===== src/hw/rtl/vec2a_delay.sv =====
// ----------------------------------------------------------------------------
// Vector ALU delay line
// Carries side information alongside a pipelined unit, one stage per cycle while en is high.
// ----------------------------------------------------------------------------
module vec2a_delay #(
	parameter int unsigned W     = 8,
	parameter int unsigned DEPTH = 4
) (
	input  logic         clk,
	input  logic         en,
	input  logic [W-1:0] d,
	output logic [W-1:0] q
);
	logic [W-1:0] pipe_q [DEPTH];

	always_ff @(posedge clk) begin
		if (en) begin
			pipe_q[0] <= d;
			for (int i = 1; i < DEPTH; i++) begin
				pipe_q[i] <= pipe_q[i-1];
			end
		end
	end

	assign q = pipe_q[DEPTH-1];
endmodule


===== config.mk =====
export PLATFORM = sky130hd
export DESIGN_NAME = vec2a_delay
export DESIGN_NICKNAME = d
export VERILOG_FILES = /design/src/hw/rtl/vec2a_delay.sv
export SDC_FILE = /design/constraint.sdc
export NUM_CORES = 1
export LEC_CHECK = 0
export ABC_AREA = 1
export BUFFER_PORTS_ARGS = -buffer_cell sky130_fd_sc_hd__buf_2
export CAP_MARGIN = 15
export CORE_MARGIN = 2
export CORE_UTILIZATION = 45
export CTS_CLUSTER_SIZE = 20
export DETAILED_ROUTE_END_ITERATION = 10
export PLACE_DENSITY = 0.67
export SYNTH_ARGS = -nofsm -noshare
export SYNTH_HDL_FRONTEND = slang
export SYNTH_SLANG_ARGS = --single-unit

===== constraint.sdc =====
create_clock -name clk -period 1 [get_ports clk]
set_input_delay 0.2 -clock clk [delete_from_list [all_inputs] [get_ports clk]]
set_output_delay 0.2 -clock clk [all_outputs]
set_load 0.02 [all_outputs]

## After elaboration in Yosys (flattened, before gate mapping)

Memories as Yosys holds them, arrays and structs flattened.
Cells that the tools add are included.

| operators by class | value |
|---|---|
| muxes and demuxes | 2 |

Operators with widths:

| operator | count |
|---|---|
| two-way mux 1 bit | 2 |

| word-level totals | value |
|---|---|
| bits of input ports | 10 |
| output and inout port bits | 8 |
| word-level logic and storage cells | 3 |
| flip-flop bits (word level) | 0 |
| memories kept | 1 |
| memory bits (writable) | 32 |

Memories:

| memory | depth | bits a word | rd ports | clocked after Yosys merged registers in | write ports | RTL line | RTL |
|---|---|---|---|---|---|---|---|
| pipe_q | 4 | 8 | 4 | 0 | 4 | 14 | `logic [W-1:0] pipe_q [DEPTH];` |

## Depth between registers and ports, before layout

| logic depth | value |
|---|---|
| word-level depth | 2 |
| depth in mapped cells | 0 |
| depth with buffers taken out | 0 |

## Least setup slack after synthesis

OpenSTA, ideal clock, no wires.

| path | value |
|---|---|
| kind | register -> output |
| from | memory pipe_q[3][0] |
| to | output q[0] |
| path slack | 0.351 ns |
| data required time | 0.800 ns |
| arrival time | 0.449 ns |
| stages on the path, launching flop included | 1 |
| buffers on the path | 0 |
| path through | edfxtp_1 |

RTL lines:

| what | RTL line | RTL |
|---|---|---|
| start: declaration | 14 |  |
| end: declaration | 12 | `output logic [W-1:0] q` |

==> impl_results.md <==
* Hold EP: pipe_q[0][3]
* Die ar. at 2520 um^2
* Clock sink count at 32
* Top-area cell type share of the netlist area at 100%
* WL met3 at 98 um
* Worst Hold Depth at 1
* Reg2reg start: pipe_q[1][5]
* Die Span Y at 50.2 um
* IO buf count at 17
* Layout cell share with drive strength beyond 1 at 43.1%
* DRC violations left at 0
* Synth area leader: edfxtp_1
* Hold Fails Final Rpt at 0
* Non-filler instance count after layout at 85
* Post-synthesis compound-gate area fraction at 0%
* CTS tree: built
* Hold_sp: d[3]
* Slowest cell on crit path: edfxtp_1
* Synthesized cell area at about 960 um^2
* Vias at 377
* WL met2 at between 400 and 500 um
* Router iterations before antenna repair at 2
* Outcome: complete, but fails checks
* Largest net degree at the start of global routing at 19
* Setup-failing EPs final at 8
* Slew @ Worst Pin at 0.0982 ns
* Reg2Reg Capture Point: pipe_q[2][5]
* Mapped Cells at 32
* Initial antenna violation count at 0
* Failing checks: negative setup slack
* Largest register FFs at 32
* Area occupied by multi-input gates at 0 um^2
* Max incr delay on CP at just under 0.4 ns
* Endpoint class of the critical path: primary output
* Synth Area in Simple Gates at 0%
* Core area at approximately 2000 um^2
* Reg2Reg Depth at 0
* DRT iter0 DRCs at 10
* Starting Density at roughly 48%
* Cell Rows at 16
* Mux cell area share after synthesis at 0%
* Highest metal used: met4
* CP required at 0.80 ns
* Multi-input comb cells at 0
* TritonCTS buffer count at 5
* Post-Route WL at 924 um
* Total negative setup slack at -0.241 ns
* H-tree depth at 2
* Min Tclk post-route at 1.04 ns
* Grt ovf at 0
* Worst-path fanout max at 1
* NumNets Final at slightly below 70
* Max Buffers Root-to-Sink at 2
* Largest Register: pipe_q
* Vias in the first global route at between 300 and 400
* I/O pins at 18
* Area Growth Syn to Fin at 23.3%
* Fillers at 155
* Slew Viols, Final at 0
* Leakage at 0.433 nW
* RSZ-0062 raised after global routing: true
* Final ANT Viol Nets at 0
* Routed length on met1 at 340 um
* Mean Syn Cell Area at between 30 and 40 um^2
* Max Cap Viol at 0
* Max Fclk at around 0.96 GHz
* Hold buffer count at cts at 0
* Routability cong. at 0.541
* Global-route wire length before repair at ~1500 um
* CP cell instances: buf_6
* Worst EP arrival at about 0.84 ns
* Root buf cell: clkbuf_4
* Type of origin of the critical path: flip-flop
* Post-synthesis sequential area ratio at 100%
* PnR worst setup slack at -0.0439 ns
* Worst skew pair latency at 0.31 ns
* Adder-cell share of the synthesized area at 0%
* Placed cells at between 70 and 80
* Total track usage at 9.34%
* Synth warn at 0
* Die W at 50.2 um
* Period utilisation layout at 104%
* Unique masters post-synth at 1
* Post-Synth XOR/XNOR Area at 0%
* WL/cell at 10.9 um
* Post-synthesis register bit count at 32
* WP buf/inv at 1
* Vias/cell at 4.44
* PwrDens at between 1500 and 2000 nW/um^2
* Worst slack at placement at slightly below 0.2 ns
* Largest registers: pipe_q: 32 flops
* Hold WC Path Type: in -> reg
* Setup Skew at 0.00504 ns
* Post-CTS Setup Bufs at 0
* Maximum vdd drop at 0.00109 V
* Max-slew headroom at about 93%
* Top delay family on crit path: flip-flops
* Clock Pin Slew Worst Setup and Hold Paths at 0.09 ns
* Antenna fix cells at 0
* Reg2Reg Setup Slack at 0.37 ns
* Top post-synthesis cells by area: edfxtp_1
* Post-Syn Nets at 42
* CP Class: reg -> out
layout make-up:
| type | instances | area [um^2] | area share, % |
|---|---|---|---|
| clock buffer | 6 | 41.3 | 3.48 |
| clock inverter | 1 | 5.00 | 0.422 |
| timing repair buffer | 19 | 144 | 12.1 |
| sequential | 32 | 961 | 81.1 |
| tap | 27 | 33.8 | 2.85 |
kinds of logic (layout without fill, tap and decap cells):
| logic type | after synthesis | in the layout |
|---|---|---|
| buf+inv | 0 | 26 |
| flops | 32 | 32 |
through the flow:
stage	power (mW)	util [%]	hold WS, ns	cell area [um^2]
4_1_cts	2.35	58.8	0.0471	1170
3_5_place_dp	1.73	56.5	0.378	1120
3_3_place_gp	1.72	56.5	0.376	1120
5_1_grt	2.44	59.8	0.0315	1180
2_1_floorplan	1.65	-	0.299	961
6_report	2.33	59.8	0.0562	1180
synthesized netlist by cell type:
cell      number
edfxtp_1      32
report_power, final:
group	total, mW	switching, mW	internal [mW]	leakage (nW)
Clock	0.626	0.368	0.258	0.0281
Sequential	1.60	0.0204	1.58	0.313
Combinational	0.105	0.0574	0.0473	0.0920
cells in the final DEF (no fill, tap or decap):
cell,synthesis,routed
clkbuf_1,0,1
edfxtp_1,32,32
clkbuf_4,0,5
clkinv_2,0,1
buf_12,0,2
buf_6,0,3
buf_2,0,14
per-layer routing:
metal  vias up  track usage (%)
li1        179                -
met1       173             8.94
met2        23             14.0
met3         2             5.36
met4         0             8.33
met5         -                0
worst max path at each step:
stage,start,end,slack (ns),cells after the start
3_3_place_gp,en,pipe_q[2][6],0.20,2
5_1_grt,pipe_q[3][2],q[2],-0.1,1
3_5_place_dp,en,pipe_q[2][5],0.19,2
4_1_cts,pipe_q[3][0],q[0],-0.06,1
2_1_floorplan,pipe_q[3][0],q[0],0.35,0
6_report,pipe_q[3][0],q[0],-0.04,1
what timing repair did:
item	4_1_cts	5_1_grt
endpoints found under the setup margin	8	8
gates resized for setup	0	6
hold endpoints to repair	0	0
Note: power is estimated with default switching activity, not from simulation.
