`config.mk`:
```
export PLATFORM = sky130hd
export DESIGN_NAME = vec2a_sqrt
export DESIGN_NICKNAME = d
export VERILOG_FILES = /design/src/hw/rtl/vec2a_pkg.sv /design/src/hw/rtl/vec2a_sqrt.sv
export SDC_FILE = /design/constraint.sdc
export NUM_CORES = 2
export LEC_CHECK = 0
export ABC_CLOCK_PERIOD_IN_PS = 5200
export BUFFER_PORTS_ARGS = -buffer_cell sky130_fd_sc_hd__buf_2
export CORE_ASPECT_RATIO = 0.5
export CORE_MARGIN = 1.5
export CORE_UTILIZATION = 45
export CTS_BUF_LIST = sky130_fd_sc_hd__clkbuf_2 sky130_fd_sc_hd__clkbuf_4 sky130_fd_sc_hd__clkbuf_8
export CTS_CLUSTER_DIAMETER = 200
export DETAILED_ROUTE_END_ITERATION = 16
export RECOVER_POWER = 50
export SKIP_CTS_REPAIR_TIMING = 1
export SYNTH_ARGS = -nofsm -noshare
export SYNTH_HDL_FRONTEND = slang
export SYNTH_MEMORY_MAX_BITS = 65536
export SYNTH_SLANG_ARGS = --single-unit
```
`constraint.sdc`:
```
create_clock -name clk -period 5.2 [get_ports clk]
set_input_delay 1.04 -clock clk [delete_from_list [all_inputs] [get_ports clk]]
set_output_delay 1.04 -clock clk [all_outputs]
set_load 0.1 [all_outputs]
```
`src/hw/rtl/vec2a_pkg.sv`:
```
// ----------------------------------------------------------------------------
// Vector ALU package
// Shared constants and the operation code type for the 2D vector ALU.
// ----------------------------------------------------------------------------
package vec2a_pkg;

	localparam int unsigned DataWidthDefault = 32;
	localparam int unsigned FracBitsDefault  = 16;
	localparam int unsigned ModeWidth        = 4;

	// Operation codes carried in the mode field of a request.
	typedef enum logic [ModeWidth-1:0] {
		MODE_ADD      = 4'd0,
		MODE_SUB      = 4'd1,
		MODE_MUL      = 4'd2,
		MODE_DIV      = 4'd3,
		MODE_SCALE    = 4'd4,
		MODE_SCALEDIV = 4'd5,
		MODE_NEGATE   = 4'd6,
		MODE_DOT      = 4'd7,
		MODE_MAGSQ    = 4'd8,
		MODE_MAG      = 4'd9,
		MODE_UNIT     = 4'd10
	} mode_t;

endpackage

```
`src/hw/rtl/vec2a_sqrt.sv`:
```
// ----------------------------------------------------------------------------
// Vector ALU square root
// Pipelined restoring integer square root, one result bit per stage.
// ----------------------------------------------------------------------------
module vec2a_sqrt #(
	parameter int unsigned DATA_WIDTH = vec2a_pkg::DataWidthDefault
) (
	input  logic                      clk,
	input  logic                      en,
	input  logic [2*DATA_WIDTH-1:0]   sq,
	output logic [DATA_WIDTH-1:0]     root
);
	localparam int unsigned DW = DATA_WIDTH;
	localparam int unsigned PW = 2 * DW;
	localparam int unsigned RW = DW + 2;

	logic [PW-1:0] val_q  [DW];
	logic [RW-1:0] rem_q  [DW];
	logic [DW-1:0] root_q [DW];

	for (genvar k = 0; k < DW; k++) begin : g_stage
		logic [PW-1:0] val_in;
		logic [RW-1:0] rem_in;
		logic [DW-1:0] root_in;
		logic [RW+1:0] r2;
		logic [RW+1:0] trial;
		logic [RW+1:0] diff;
		logic          ge;

		if (k == 0) begin : g_first
			assign val_in  = sq;
			assign rem_in  = '0;
			assign root_in = '0;
		end else begin : g_next
			assign val_in  = val_q[k-1];
			assign rem_in  = rem_q[k-1];
			assign root_in = root_q[k-1];
		end

		// Bring down the next two bits and try root*4+1.
		assign r2    = {rem_in, val_in[PW-1 -: 2]};
		assign trial = {2'b00, root_in, 2'b01};
		assign diff  = r2 - trial;
		assign ge    = (r2 >= trial);

		always_ff @(posedge clk) begin
			if (en) begin
				val_q[k]  <= {val_in[PW-3:0], 2'b00};
				rem_q[k]  <= ge ? diff[RW-1:0] : r2[RW-1:0];
				root_q[k] <= {root_in[DW-2:0], ge};
			end
		end
	end

	assign root = root_q[DW-1];
endmodule

```
; ---- Word level (Yosys, flattened, before mapping)
; Memories as Yosys holds them, arrays and structs flattened.
; Cells that the tools add are included.
[word_totals]
regBits = 0
latchBits = 0
ramBits = 4096
mem_bits_ro = 0
output_inout_bits = 32
wordCells = 101
mem_count = 3
[memory_table]
columns = name, depth, word_bits, read_ports, rd_ports_with_merged_regs, write_ports, line_no
row1 = val_q, 32, 62, 31, 0, 32, vec2a_sqrt.sv:17  ; logic [PW-1:0] val_q [DW];
row2 = rem_q, 32, 34, 31, 0, 32, vec2a_sqrt.sv:18  ; logic [RW-1:0] rem_q [DW];
row3 = root_q, 32, 32, 32, 0, 32, vec2a_sqrt.sv:19  ; logic [DW-1:0] root_q [DW];
[classes]
n_addsub = 32
n_mul = 0
div = 0
magnitude_cmp = 32
eq_ne = 0
shift = 0
n_mux = 34
n_bitwise = 0
reduce_logical = 0
[ops]
columns = operator, n
row1 = greater-or-equal comparator 36 x 34 -> 1 bit, 31
row2 = two-way mux 34 bit, 32
row3 = subtractor 34 bit, 31
row4 = "subtractor 2 x 1 -> 3 bit, second input constant", 1
row5 = "greater-or-equal comparator 2 x 1 -> 1 bit, second input constant", 1
row6 = two-way mux 1 bit, 2

; ---- Depth between registers and ports, before layout
; An unclocked memory read counts as a cell.
[logic_depth]
ltp_word = 3
mapped_depth = 16
depth_no_buf = 13

; ---- Worst setup path before layout
; No wires, ideal clock.
[synth_timing]
kind = register to register
start = memory rem_q[12][7] in the netlist's numbering
end = memory rem_q[13][29] in the netlist's numbering, data pin
arrival_time_ns = 3.070
path_slack_ns = 1.872
stages_incl_launch_ff = 11
n_path_buf = 1
synth_period_minus_slack_ns = 3.328
cell_sequence = edfxtp_1 > ha_1 > clkbuf_1 > nand4_1 > or3_1 > a211oi_1 > nor3_4 > a2111oi_1 > nor2b_1 > nand4_1 > xnor2_1
[synth_rtl]
columns = element, line_no
row1 = "start, declared", vec2a_sqrt.sv:18

==> impl_metrics.ini <==
[run_status]
outcome = finished with violations
violations = capacitance limit, slew limit

[yosys]
syn_nets = 9719
synthCells = 9091
synth_edf_count = 2523
async_flop_share = 0
avgSynthCellArea_um2 = 12.9
seq_area_frac_synth = 0.645
ys_warn_count = 0
yosysTopAreaCell = edfxtp_1
synth_ff_type = edfxtp_1
synth.area.top_cells = edfxtp_1 65%, ha_1 6.0%, xnor2_1 3.2%, xor2_1 3.0%, a21oi_1 2.5%
ys_seq_elements = 2523
synth_top_area_frac = 0.645
synth_cell_types = 102
post-synth-top-count-cell = edfxtp_1
synth_common_cells = 2523 x edfxtp_1, 712 x inv_1, 640 x nand2_1
synth_area_um2 = 117000

[finish]
syn2layout_area_growth_pct = 10.2
multi_input_area_um2 = 38300
utilization = 0.499
layout-drive-gt1-share = 0.0915
nNetsFinal = 10100
fillerInstances = 22500
register_area_um2 = 75800

[worst_setup_path]
slowest_delay_ns = 0.84
r2r.worst_path.cells = 11
cp-end-kind = flop
path_cells = ha_1 -> nor2b_1 -> o21ai_0 -> a21oi_1 -> o41ai_2 -> o221ai_1 -> a221oi_2 -> a2111oi_0 -> a211oi_2 -> inv_2 -> mux2_2
cp_data_required_time_ns = 5.89
critPathMaxFanout = 50
arrival_ns = 5.51
start_kind = flop
critical_path_class = flop to flop
critPathSlowestCell = a211oi_2

[sta]
tightest_slew_ns = 2.99
min_period_ns = 4.82
slew_viol_final = 711
report.final.hold_viol_count = 0
rsz0062_at_grt = false
setup_viol = 0
fin_hold_ws_ns = 0.210
tns_ns = 0
slew-limit-headroom = -0.992
fin_crit_sh = 0.927
finClkSkew_ns = 0.0550
final.setup.worst_slack_ns = 0.381
clock.fmax_mhz = 208

[floorplan]
row_count = 132
core-area_um2 = 259000
start_util = 0.453
io_pins = 98
dieArea_um2 = 264000
die_y_um = 364
fp.dieW_um = 725

[pwr]
p_leak_nw = 49.5
p_per_area_nw_per_um2 = 419
ir_drop_uv = 198

[placed_design]
post-place-ws_ns = 0.392
gp_congestion = 0.897
port_buffers = 97
hpwl_um = 153000

[global_route]
grt_max_degree = 150
gr-usage-all-layers = 0.162
overflow = 0
grt_antenna_before_repair = 1
grt_pass1_wl_um = 351000
grt_pass1_vias = 68900

[detailed_routing]
antenna_left = 0
drt_pass1_iterations = 6
finalWirelength_um = 217000
first_iter_violations = 3928
vias = 68600
wl_per_cell_um = 16.4
vias_per_cell = 5.19
drc_errors = 0

[clock_network]
ctsLongestPathBuffers = 4
clk-insertion-delay-late_ns = 1.01
cts_tree = done
cts_sinks = 2523
ctsRootBufferMaster = clkbuf_8
cts-buffers-inserted = 371
htreeDepth = 5
clkTransAtPathRegs_ns = 0.06

[worst_hold_path]
hold_depth = 1
hold_path_class = input port to flop

[job]
drv_cap = 13
## metrics by stage
stage,instances,power [mW],area (µm²)
6_report,13200,54.2,129000
5_1_grt,13200,57.4,129000
4_1_cts,13200,55.0,130000
3_5_place_dp,12600,39.0,123000
3_3_place_gp,12600,38.9,123000
2_1_floorplan,9091,35.7,117000
## placed cells by master, fill, tap and decap left out, types with 150 or more instances in the layout
cell and count:
edfxtp_1 2523, inv_1 712, nand2_1 640, a21oi_1 578, nor2_1 577, ha_1 562
o21ai_0 455, xnor2_1 429, xor2_1 408, clkbuf_8 375, a21o_1 276, nor3_1 218
nand3_1 150
## worst max-delay path: cells and delay by family (launching register included)
family | cells | cell delay [ns]
buffers and inverters | 1 | 0.61
and+or+nand+nor | 1 | 0.14
DFF | 1 | 0.39
AOI/OAI and AO/OA | 7 | 2.61
adders and majority gates | 1 | 0.36
muxes | 1 | 0.44
## layer usage
layer	GRT usage	wire (µm)	vias to the layer above
met3	0.0270	8240	562
met5	0	0	-
li1	-	-	34300
met2	0.285	105000	1233
met1	0.196	94100	32500
met4	0.0766	10300	0
## area by class of cell
class	count	area share
Clock buffer	490	0.0466
Tap cell	3484	0.0337
Multi-Input combinational cell	5662	0.296
Clock inverter	154	0.00772
Sequential cell	2523	0.586
Antenna cell	5	0.0000967
Inverter	716	0.0208
Timing Repair Buffer	190	0.00954
## kinds of logic after synthesis
| group | share of synthesized area |
|---|---|
| multiplexers | 0.00710 |
| AND/OR/NAND/NOR | 0.0989 |
| adder cells (fa/ha/maj) | 0.0599 |
| other | 0.0000319 |
| flip-flops | 0.645 |
| buffers and inverters | 0.0292 |
| AO/OA/AOI/OAI | 0.0971 |
| XOR/XNOR | 0.0624 |
## registers in the layout, summed over array words and instances (netlist names)
name / cells
rem_q: 1003
root_q: 528
val_q: 992
## final timing paths
| check | to | start | slack [ns] |
|---|---|---|---|
| worst max-delay path | rem_q[27][5] | rem_q[26][0] | 0.38 |
| worst min-delay path | val_q[0][48] | sq[48] | 0.21 |
| worst max register to register | rem_q[27][5] | rem_q[26][0] | 0.38 |
| worst min register to register | val_q[3][54] | val_q[2][52] | 0.40 |
## where the power goes
part	total, mW	leakage, nW	internal, mW	switching, mW
clock network	15.6	3.73	7.96	7.64
logic	11.4	21.5	4.82	6.56
registers	27.2	24.3	25.7	1.53
total	54.2	49.5	38.5	15.7
No activity file was read; power rests on OpenSTA's default activity.
